`src/sv/rvd_pkg.sv`:
```
// ----------------------------------------------------------------------------
// rvd_pkg
// shared codes and types for the rv32im instruction decoder pipeline
// ----------------------------------------------------------------------------
package rvd_pkg;

  // operation numbers
  localparam logic [5:0] OP_LW      = 6'd0;
  localparam logic [5:0] OP_LBU     = 6'd1;
  localparam logic [5:0] OP_LH      = 6'd2;
  localparam logic [5:0] OP_LHU     = 6'd3;
  localparam logic [5:0] OP_LB      = 6'd4;
  localparam logic [5:0] OP_SW      = 6'd5;
  localparam logic [5:0] OP_SB      = 6'd6;
  localparam logic [5:0] OP_SH      = 6'd7;
  localparam logic [5:0] OP_LUI     = 6'd8;
  localparam logic [5:0] OP_AUIPC   = 6'd9;
  localparam logic [5:0] OP_TRAP    = 6'd10;
  localparam logic [5:0] OP_ADDI    = 6'd11;
  localparam logic [5:0] OP_SLTI    = 6'd12;
  localparam logic [5:0] OP_SLTIU   = 6'd13;
  localparam logic [5:0] OP_XORI    = 6'd14;
  localparam logic [5:0] OP_ORI     = 6'd15;
  localparam logic [5:0] OP_ANDI    = 6'd16;
  localparam logic [5:0] OP_SLLI    = 6'd17;
  localparam logic [5:0] OP_SRLI    = 6'd18;
  localparam logic [5:0] OP_SRAI    = 6'd19;
  localparam logic [5:0] OP_JAL     = 6'd20;
  localparam logic [5:0] OP_JALR    = 6'd21;
  localparam logic [5:0] OP_ADD     = 6'd22;
  localparam logic [5:0] OP_SUB     = 6'd23;
  localparam logic [5:0] OP_SLL     = 6'd24;
  localparam logic [5:0] OP_SLT     = 6'd25;
  localparam logic [5:0] OP_SLTU    = 6'd26;
  localparam logic [5:0] OP_XOR     = 6'd27;
  localparam logic [5:0] OP_SRL     = 6'd28;
  localparam logic [5:0] OP_SRA     = 6'd29;
  localparam logic [5:0] OP_OR      = 6'd30;
  localparam logic [5:0] OP_AND     = 6'd31;
  localparam logic [5:0] OP_MUL     = 6'd32;
  localparam logic [5:0] OP_MULH    = 6'd33;
  localparam logic [5:0] OP_MULHU   = 6'd34;
  localparam logic [5:0] OP_DIV     = 6'd35;
  localparam logic [5:0] OP_REM     = 6'd36;
  localparam logic [5:0] OP_DIVU    = 6'd37;
  localparam logic [5:0] OP_REMU    = 6'd38;
  localparam logic [5:0] OP_BEQ     = 6'd39;
  localparam logic [5:0] OP_BNE     = 6'd40;
  localparam logic [5:0] OP_BLT     = 6'd41;
  localparam logic [5:0] OP_BGE     = 6'd42;
  localparam logic [5:0] OP_BGEU    = 6'd43;
  localparam logic [5:0] OP_BLTU    = 6'd44;
  localparam logic [5:0] OP_CSRRWI  = 6'd45;
  localparam logic [5:0] OP_CSRRS   = 6'd46;
  localparam logic [5:0] OP_CSRRW   = 6'd47;
  localparam logic [5:0] OP_ECALL   = 6'd48;
  localparam logic [5:0] OP_MRET    = 6'd49;
  localparam logic [5:0] OP_INVALID = 6'd50;

  // operand formats
  localparam logic [2:0] FMT_I    = 3'd0;
  localparam logic [2:0] FMT_S    = 3'd1;
  localparam logic [2:0] FMT_U    = 3'd2;
  localparam logic [2:0] FMT_J    = 3'd3;
  localparam logic [2:0] FMT_R    = 3'd4;
  localparam logic [2:0] FMT_B    = 3'd5;
  localparam logic [2:0] FMT_NONE = 3'd6;

  // major opcodes
  localparam logic [6:0] OPC_LOAD   = 7'h03;
  localparam logic [6:0] OPC_STORE  = 7'h23;
  localparam logic [6:0] OPC_LUI    = 7'h37;
  localparam logic [6:0] OPC_AUIPC  = 7'h17;
  localparam logic [6:0] OPC_TRAP   = 7'h6b;
  localparam logic [6:0] OPC_IMM    = 7'h13;
  localparam logic [6:0] OPC_JAL    = 7'h6f;
  localparam logic [6:0] OPC_JALR   = 7'h67;
  localparam logic [6:0] OPC_REG    = 7'h33;
  localparam logic [6:0] OPC_BRANCH = 7'h63;
  localparam logic [6:0] OPC_SYSTEM = 7'h73;

  // funct7 codes
  localparam logic [6:0] F7_BASE = 7'h00;
  localparam logic [6:0] F7_MEXT = 7'h01;
  localparam logic [6:0] F7_ALT  = 7'h20;

  // upper 25 bits of mret
  localparam logic [24:0] MRET_HI = 25'h0604000;

  typedef struct packed {
    logic [31:0] word;
    logic [5:0]  op;
    logic [2:0]  fmt;
  } rvd_dec_t;

  typedef struct packed {
    logic [31:0] imm;
    logic        dest_write;
    logic [4:0]  rd;
    logic [4:0]  rs2;
    logic [4:0]  rs1;
    logic [2:0]  fmt;
    logic [5:0]  op;
  } rvd_res_t;

endpackage

```
`src/sv/rv32im_instruction_decoder_unit.sv`:
```
// ----------------------------------------------------------------------------
// rv32im_instruction_decoder_unit
// three-stage pipelined rv32im decoder: one instruction word in, one decoded
// item out
//
//   channel | dir | width | contents
//   s_*     | in  | 32    | instr_word
//   m_*     | out | 64    | op_id, format, rs1/rs2/rd index, dest_write, imm
//
// one item per cycle while m_tready keeps the pipe moving; an accepted word passes the
// input register, the group decode stage and the immediate/result stage in that
// order, and the valid bit of the last of these drives m_tvalid
// rst is synchronous and clears the stage valid bits only
// the whole pipe holds when the output item waits on m_tready; s_tready
// follows the same enable, so nothing is dropped or repeated
// ----------------------------------------------------------------------------
module rv32im_instruction_decoder_unit (
  input  logic        clk,
  input  logic        rst,
  input  logic        s_tvalid,
  output logic        s_tready,
  input  logic [31:0] s_tdata,   // [31:0] instr_word
  output logic        m_tvalid,
  input  logic        m_tready,
  output logic [63:0] m_tdata    // [5:0] op_id, [8:6] format, [13:9] rs1_index,
                                 // [18:14] rs2_index, [23:19] rd_index,
                                 // [24] dest_write, [56:25] imm_value, [63:57] 0
);
  import rvd_pkg::*;

  logic        advance;
  logic        v_in;
  logic [31:0] word_in;
  logic        v_dec;
  rvd_dec_t    dec;
  rvd_res_t    res;

  assign advance  = !m_tvalid || m_tready;
  assign s_tready = advance;

  always_ff @(posedge clk) begin
    if (rst) begin
      v_in <= 1'b0;
    end else if (advance) begin
      v_in <= s_tvalid;
    end
  end

  always_ff @(posedge clk) begin
    if (advance) begin
      word_in <= s_tdata;
    end
  end

  rvd_opdecode u_opdecode (
    .clk       (clk),
    .rst       (rst),
    .advance   (advance),
    .in_valid  (v_in),
    .in_word   (word_in),
    .out_valid (v_dec),
    .out_dec   (dec)
  );

  rvd_immgen u_immgen (
    .clk       (clk),
    .rst       (rst),
    .advance   (advance),
    .in_valid  (v_dec),
    .in_dec    (dec),
    .out_valid (m_tvalid),
    .out_res   (res)
  );

  assign m_tdata = {7'd0, res.imm, res.dest_write, res.rd, res.rs2, res.rs1,
                    res.fmt, res.op};

endmodule

```
`src/sv/rvd_opdecode.sv`:
```
// ----------------------------------------------------------------------------
// rvd_opdecode
// second stage: opcode group, inner pattern match and operand format
// ----------------------------------------------------------------------------
module rvd_opdecode (
  input  logic             clk,
  input  logic             rst,
  input  logic             advance,
  input  logic             in_valid,
  input  logic [31:0]      in_word,
  output logic             out_valid,
  output rvd_pkg::rvd_dec_t out_dec
);
  import rvd_pkg::*;

  logic [6:0] opc;
  logic [2:0] f3;
  logic [6:0] f7;
  logic [5:0] op_next;
  logic [2:0] fmt_next;

  assign opc = in_word[6:0];
  assign f3  = in_word[14:12];
  assign f7  = in_word[31:25];

  always_comb begin
    op_next  = OP_INVALID;
    fmt_next = FMT_NONE;
    unique case (opc)
      OPC_LOAD: begin
        fmt_next = FMT_I;
        unique case (f3)
          3'd2: op_next = OP_LW;
          3'd4: op_next = OP_LBU;
          3'd1: op_next = OP_LH;
          3'd5: op_next = OP_LHU;
          3'd0: op_next = OP_LB;
          default: op_next = OP_INVALID;
        endcase
      end
      OPC_STORE: begin
        fmt_next = FMT_S;
        unique case (f3)
          3'd2: op_next = OP_SW;
          3'd0: op_next = OP_SB;
          3'd1: op_next = OP_SH;
          default: op_next = OP_INVALID;
        endcase
      end
      OPC_LUI: begin
        fmt_next = FMT_U;
        op_next  = OP_LUI;
      end
      OPC_AUIPC: begin
        fmt_next = FMT_U;
        op_next  = OP_AUIPC;
      end
      OPC_TRAP: begin
        fmt_next = FMT_NONE;
        op_next  = OP_TRAP;
      end
      OPC_IMM: begin
        fmt_next = FMT_I;
        unique case (f3)
          3'd0: op_next = OP_ADDI;
          3'd2: op_next = OP_SLTI;
          3'd3: op_next = OP_SLTIU;
          3'd4: op_next = OP_XORI;
          3'd6: op_next = OP_ORI;
          3'd7: op_next = OP_ANDI;
          3'd1: op_next = OP_SLLI;
          default: begin
            // right shifts pick by funct7
            if (f7 == F7_BASE)     op_next = OP_SRLI;
            else if (f7 == F7_ALT) op_next = OP_SRAI;
            else                   op_next = OP_INVALID;
          end
        endcase
      end
      OPC_JAL: begin
        fmt_next = FMT_J;
        op_next  = OP_JAL;
      end
      OPC_JALR: begin
        fmt_next = FMT_I;
        op_next  = OP_JALR;
      end
      OPC_REG: begin
        fmt_next = FMT_R;
        if (f7 == F7_BASE) begin
          unique case (f3)
            3'd0: op_next = OP_ADD;
            3'd1: op_next = OP_SLL;
            3'd2: op_next = OP_SLT;
            3'd3: op_next = OP_SLTU;
            3'd4: op_next = OP_XOR;
            3'd5: op_next = OP_SRL;
            3'd6: op_next = OP_OR;
            default: op_next = OP_AND;
          endcase
        end else if (f7 == F7_MEXT) begin
          unique case (f3)
            3'd0: op_next = OP_MUL;
            3'd1: op_next = OP_MULH;
            3'd3: op_next = OP_MULHU;
            3'd4: op_next = OP_DIV;
            3'd5: op_next = OP_DIVU;
            3'd6: op_next = OP_REM;
            3'd7: op_next = OP_REMU;
            default: op_next = OP_INVALID;
          endcase
        end else if (f7 == F7_ALT && f3 == 3'd0) begin
          op_next = OP_SUB;
        end else if (f7 == F7_ALT && f3 == 3'd5) begin
          op_next = OP_SRA;
        end
      end
      OPC_BRANCH: begin
        fmt_next = FMT_B;
        unique case (f3)
          3'd0: op_next = OP_BEQ;
          3'd1: op_next = OP_BNE;
          3'd4: op_next = OP_BLT;
          3'd5: op_next = OP_BGE;
          3'd6: op_next = OP_BLTU;
          3'd7: op_next = OP_BGEU;
          default: op_next = OP_INVALID;
        endcase
      end
      OPC_SYSTEM: begin
        fmt_next = FMT_I;
        if (f3 == 3'd5)                                op_next = OP_CSRRWI;
        else if (f3 == 3'd2)                           op_next = OP_CSRRS;
        else if (f3 == 3'd1)                           op_next = OP_CSRRW;
        else if (f3 == 3'd0 && in_word[24:20] == 5'd0) op_next = OP_ECALL;
        else if (in_word[31:7] == MRET_HI)             op_next = OP_MRET;
      end
      default: begin
        op_next  = OP_INVALID;
        fmt_next = FMT_NONE;
      end
    endcase
  end

  always_ff @(posedge clk) begin
    if (rst) begin
      out_valid <= 1'b0;
    end else if (advance) begin
      out_valid <= in_valid;
    end
  end

  always_ff @(posedge clk) begin
    if (advance) begin
      out_dec.word <= in_word;
      out_dec.op   <= op_next;
      out_dec.fmt  <= fmt_next;
    end
  end

endmodule

```
`src/sv/rvd_immgen.sv`:
```
// ----------------------------------------------------------------------------
// rvd_immgen
// third stage: immediate assembly, write enable and result register
// ----------------------------------------------------------------------------
module rvd_immgen (
  input  logic              clk,
  input  logic              rst,
  input  logic              advance,
  input  logic              in_valid,
  input  rvd_pkg::rvd_dec_t in_dec,
  output logic              out_valid,
  output rvd_pkg::rvd_res_t out_res
);
  import rvd_pkg::*;

  logic [31:0] w;
  logic [31:0] imm_next;
  logic        dw_next;

  assign w = in_dec.word;

  always_comb begin
    unique case (in_dec.fmt)
      FMT_I:   imm_next = {{20{w[31]}}, w[31:20]};
      FMT_S:   imm_next = {{20{w[31]}}, w[31:25], w[11:7]};
      FMT_U:   imm_next = {w[31:12], 12'd0};
      FMT_J:   imm_next = {{12{w[31]}}, w[19:12], w[20], w[30:21], 1'b0};
      FMT_B:   imm_next = {{20{w[31]}}, w[7], w[30:25], w[11:8], 1'b0};
      default: imm_next = 32'd0;
    endcase
  end

  // stores and branches use the rd slot for immediate bits
  assign dw_next = (in_dec.fmt == FMT_I || in_dec.fmt == FMT_U ||
                    in_dec.fmt == FMT_J || in_dec.fmt == FMT_R) &&
                   (w[11:7] != 5'd0);

  always_ff @(posedge clk) begin
    if (rst) begin
      out_valid <= 1'b0;
    end else if (advance) begin
      out_valid <= in_valid;
    end
  end

  always_ff @(posedge clk) begin
    if (advance) begin
      out_res.op         <= in_dec.op;
      out_res.fmt        <= in_dec.fmt;
      out_res.rs1        <= w[19:15];
      out_res.rs2        <= w[24:20];
      out_res.rd         <= w[11:7];
      out_res.dest_write <= dw_next;
      out_res.imm        <= imm_next;
    end
  end

endmodule

```
`config.mk`:
```
export PLATFORM = sky130hd
export DESIGN_NAME = rv32im_instruction_decoder_unit
export DESIGN_NICKNAME = d
export VERILOG_FILES = /design/src/sv/rvd_pkg.sv /design/src/sv/rv32im_instruction_decoder_unit.sv /design/src/sv/rvd_opdecode.sv /design/src/sv/rvd_immgen.sv
export SDC_FILE = /design/constraint.sdc
export NUM_CORES = 1
export LEC_CHECK = 0
export ABC_AREA = 1
export BUFFER_PORTS_ARGS = -buffer_cell sky130_fd_sc_hd__buf_2
export CORE_ASPECT_RATIO = 0.6
export CORE_MARGIN = 5
export CORE_UTILIZATION = 55
export DETAILED_ROUTE_END_ITERATION = 16
export PLACE_DENSITY = 0.88
export SYNTH_ARGS = -nofsm -noshare
export SYNTH_HDL_FRONTEND = slang
export SYNTH_SLANG_ARGS = --single-unit
```
`constraint.sdc`:
```
create_clock -name clk -period 3.8 [get_ports clk]
set_input_delay 0.38 -clock clk [delete_from_list [all_inputs] [get_ports clk]]
set_output_delay 0.38 -clock clk [all_outputs]
set_load 0.05 [all_outputs]
```
==> metrics.md <==
| Metric | Value |
|---|---|
| Crit path kind | `flop to flop` |
| Syn Inst Count | `456` |
| Die X | `between 100 and 150 um` |
| FF-to-FF End | `u_opdecode.out_dec[38]` |
| Pwr Density | `roughly 540 nW/um^2` |
| Maxcap violations | `0` |
| CP Launch Type | `flop` |
| Routed length per instance | `16.2 um` |
| DPL Wire Length | `8350 um` |
| Vias per Instance | `5.19` |
| Hold Buf Count CTS | `0` |
| Die area | `11600 um^2` |
| Fin. max-slew vios | `0` |
| Area Growth Syn to Fin | `21.9%` |
| CTS tree | `built` |
| Post-CTS sizing | `0` |
| I/O Pins | `102` |
| Chip height | `85.3 um` |
| Crit. Startpoint | `u_immgen.out_valid` |
| Leak pwr | `2.87 nW` |
| TritonCTS Buffers | `17` |
| CP required | `3.82 ns` |
| Gr ovfl total | `0` |
| Vias | `between 3000 and 4000` |
| Post-CTS Setup Inserts | `0` |
| Setup-failing EPs final | `0` |
| CP endpoint kind | `flop` |
| Length of routed wiring on met1 | `5300 um` |
| R2r setup slk | `1.54 ns` |
| First-pass GRT wire length | `between 15000 and 20000 um` |
| DRC errors left | `0` |
| Least-Margin Pin Slew | `around 1.0 ns` |
| Max clock buf depth | `2` |
| H-tree levels | `4` |
| Tcrit/Tclk final | `0.594` |
| Multi-input logic area | `1210 um^2` |
| Setup tns final | `0 ns` |
| WL final | `between 10000 and 15000 um` |
| Vias in the first global route | `3345` |
| Critical-path maximum fanout | `87` |
| Register area | `3750 um^2` |
| Fillers | `682` |
| DR top layer | `met4` |
| R2R depth | `5` |
| Fin Clk Skew | `about 0.0053 ns` |
| Count of input and output buffers | `94` |
| Avg Synthesized Cell Area | `approximately 11 um^2` |
| Initial drt markers | `507` |
| Number of diodes | `0` |
| Antenna violations before repair | `0` |
| Cell variety after synth | `27` |
| Clock Pin Slew Worst Setup and Hold Paths | `0.05 ns` |
| RSZ-0062 raised after global routing | `false` |
| Clk root buf | `clkbuf_16` |
| Final worst setup slack | `around 1.5 ns` |
| RR Startpoint | `u_immgen.out_valid` |
| Initial Util | `0.565` |
| Max Freq | `443 MHz` |
| Total number of yosys warnings | `0` |
| Mapped Area | `a little over 5000 um^2` |
| Worst slew margin | `0.304` |
| Final nets | `600` |
| Post-place setup slack | `1.45 ns` |
| FF+latch count, synth | `about 130` |
| FP Rows | `27` |
| Outcome | `completed` |
| Worst skew pair latency | `0.40 ns` |
| CTS Sinks | `126` |
| Crit path to | `u_opdecode.out_dec[38]` |
| Core region area | `~9200 um^2` |
| Fin crit period | `between 2 and 2.5 ns` |
| Met2 Routed Length | `4860 um` |
| Fin. Hold Viols | `0` |
| Gr usage total | `0.206` |
| Drt pass-1 iters | `7` |
| Worst Path Arrival | `2.28 ns` |
| Largest net degree at the start of global routing | `88` |
| Share of layout cells above drive strength 1 | `0.239` |
| Detail Route met3 WL | `1240 um` |
| HP Class | `input pin to flop` |
| ANT nets after route | `0` |
| GPL Wtd Cong | `0.881` |
| Worst vdd ir | `0.335 mV` |
| Seq/Total Area, Yosys | `0.723` |
[where the power goes]
| group | internal, mW | total (mW) | switching [mW] |
|---|---|---|---|
| sequential | 1.62 | 1.67 | 0.0557 |
| combinational | 0.0615 | 0.300 | 0.238 |
| clock | 0.892 | 1.48 | 0.585 |
[worst min-delay path by stage]
stage / startpoint / endpoint / depth (start not counted)
global route: s_tdata[30] / word_in[30] / 1
CTS: s_tdata[2] / word_in[2] / 1
finish: s_tdata[30] / word_in[30] / 1
detailed placement: u_opdecode.out_dec[3] / u_immgen.out_res[0] / 0
floorplan: u_opdecode.out_dec[3] / u_immgen.out_res[0] / 0
global placement: u_opdecode.out_dec[7] / u_immgen.out_res[4] / 0
[cell usage in the layout, fill, tap and decap left out, types with 2 or more instances in the layout]
master	Yosys	layout
edfxtp_1	123	123
nand2_1	106	106
buf_2	4	94
nor2_1	71	71
nand3_1	49	49
inv_1	44	43
clkbuf_16	0	17
o21ai_0	10	10
a21oi_1	7	7
conb_1	1	7
clkinvlp_4	0	6
nand4_1	6	6
clkinv_2	0	5
nor3_1	4	4
nor2_2	3	3
dfxtp_1	3	3
o21ai_1	2	2
nand2_2	2	2
o22ai_1	2	2
inv_2	2	2
clkinv_4	0	2
buf_4	8	2
[synthesized netlist by cell type]
library cell,instances,area [um^2]
buf_2,4,20.0
a21oi_1,7,35.0
clkbuf_1,1,3.75
edfxtp_1,123,3690
nand3_2,1,10.0
a31oi_1,1,6.26
inv_2,2,7.51
nor2_4,1,11.3
nor2_2,3,18.8
o21ai_0,10,50.1
nand3_1,49,245
nor3_4,1,16.3
nor3_1,4,20.0
inv_1,44,165
dfxtp_1,3,60.1
nand2_1,106,398
nand2_2,2,12.5
o22ai_1,2,12.5
nand4_1,6,37.5
o211ai_1,1,7.51
o221ai_1,1,8.76
and2_0,1,6.26
nor2_1,71,267
o21ai_1,2,10.0
o31ai_1,1,7.51
conb_1,1,3.75
buf_4,8,60.1
[stage by stage]
stage          power (mW)   util  std cells  area (um^2)  hold slack, ns
6_report             3.45  0.689        707         6330           0.149
5_1_grt              3.57  0.689        707         6330           0.129
4_1_cts              3.47  0.689        707         6330           0.133
3_5_place_dp         2.00  0.629        675         5780           0.405
3_3_place_gp         1.99  0.629        675         5780           0.406
2_1_floorplan        1.91      -        462         5220           0.400
[registers in the layout, summed over array words and instances, names as in the netlist]
name / cells
v_in: 1
u_immgen.out_res: 57
u_opdecode.out_dec: 34
word_in: 32
u_opdecode.out_valid: 1
u_immgen.out_valid: 1
[kinds of logic (layout without fill, tap and decap cells)]
kind of cell | Yosys count | after routing | synth area share
and+or+nand+nor | 245 | 245 | 0.201
AOI/OAI and AO/OA | 25 | 25 | 0.0265
buffers and inverters | 59 | 174 | 0.0494
DFF | 126 | 126 | 0.723
other | 1 | 7 | 0.000722
[critical path: stages (launching register included)]
cell and delay [ns]:
dfxtp_1 0.31, inv_1 0.05, nor2_1 0.08, clkinvlp_4 0.08, buf_4 0.40, buf_4 0.87
[area by class of cell]
type | instances | area share
clock inverter | 15 | 0.0194
inverter | 46 | 0.0279
sequential | 126 | 0.593
multi-input combinational | 277 | 0.190
clock buffer | 17 | 0.0672
timing repair buffer | 96 | 0.0767
tap | 130 | 0.0257
[routing by layer]
metal | vias to the layer above | GRT usage
li1 | 1760 | -
met1 | 1710 | 0.314
met2 | 192 | 0.281
met3 | 10 | 0.0592
met4 | 0 | 0.0723
met5 | - | 0
Note: power is estimated with default switching activity, not from simulation.
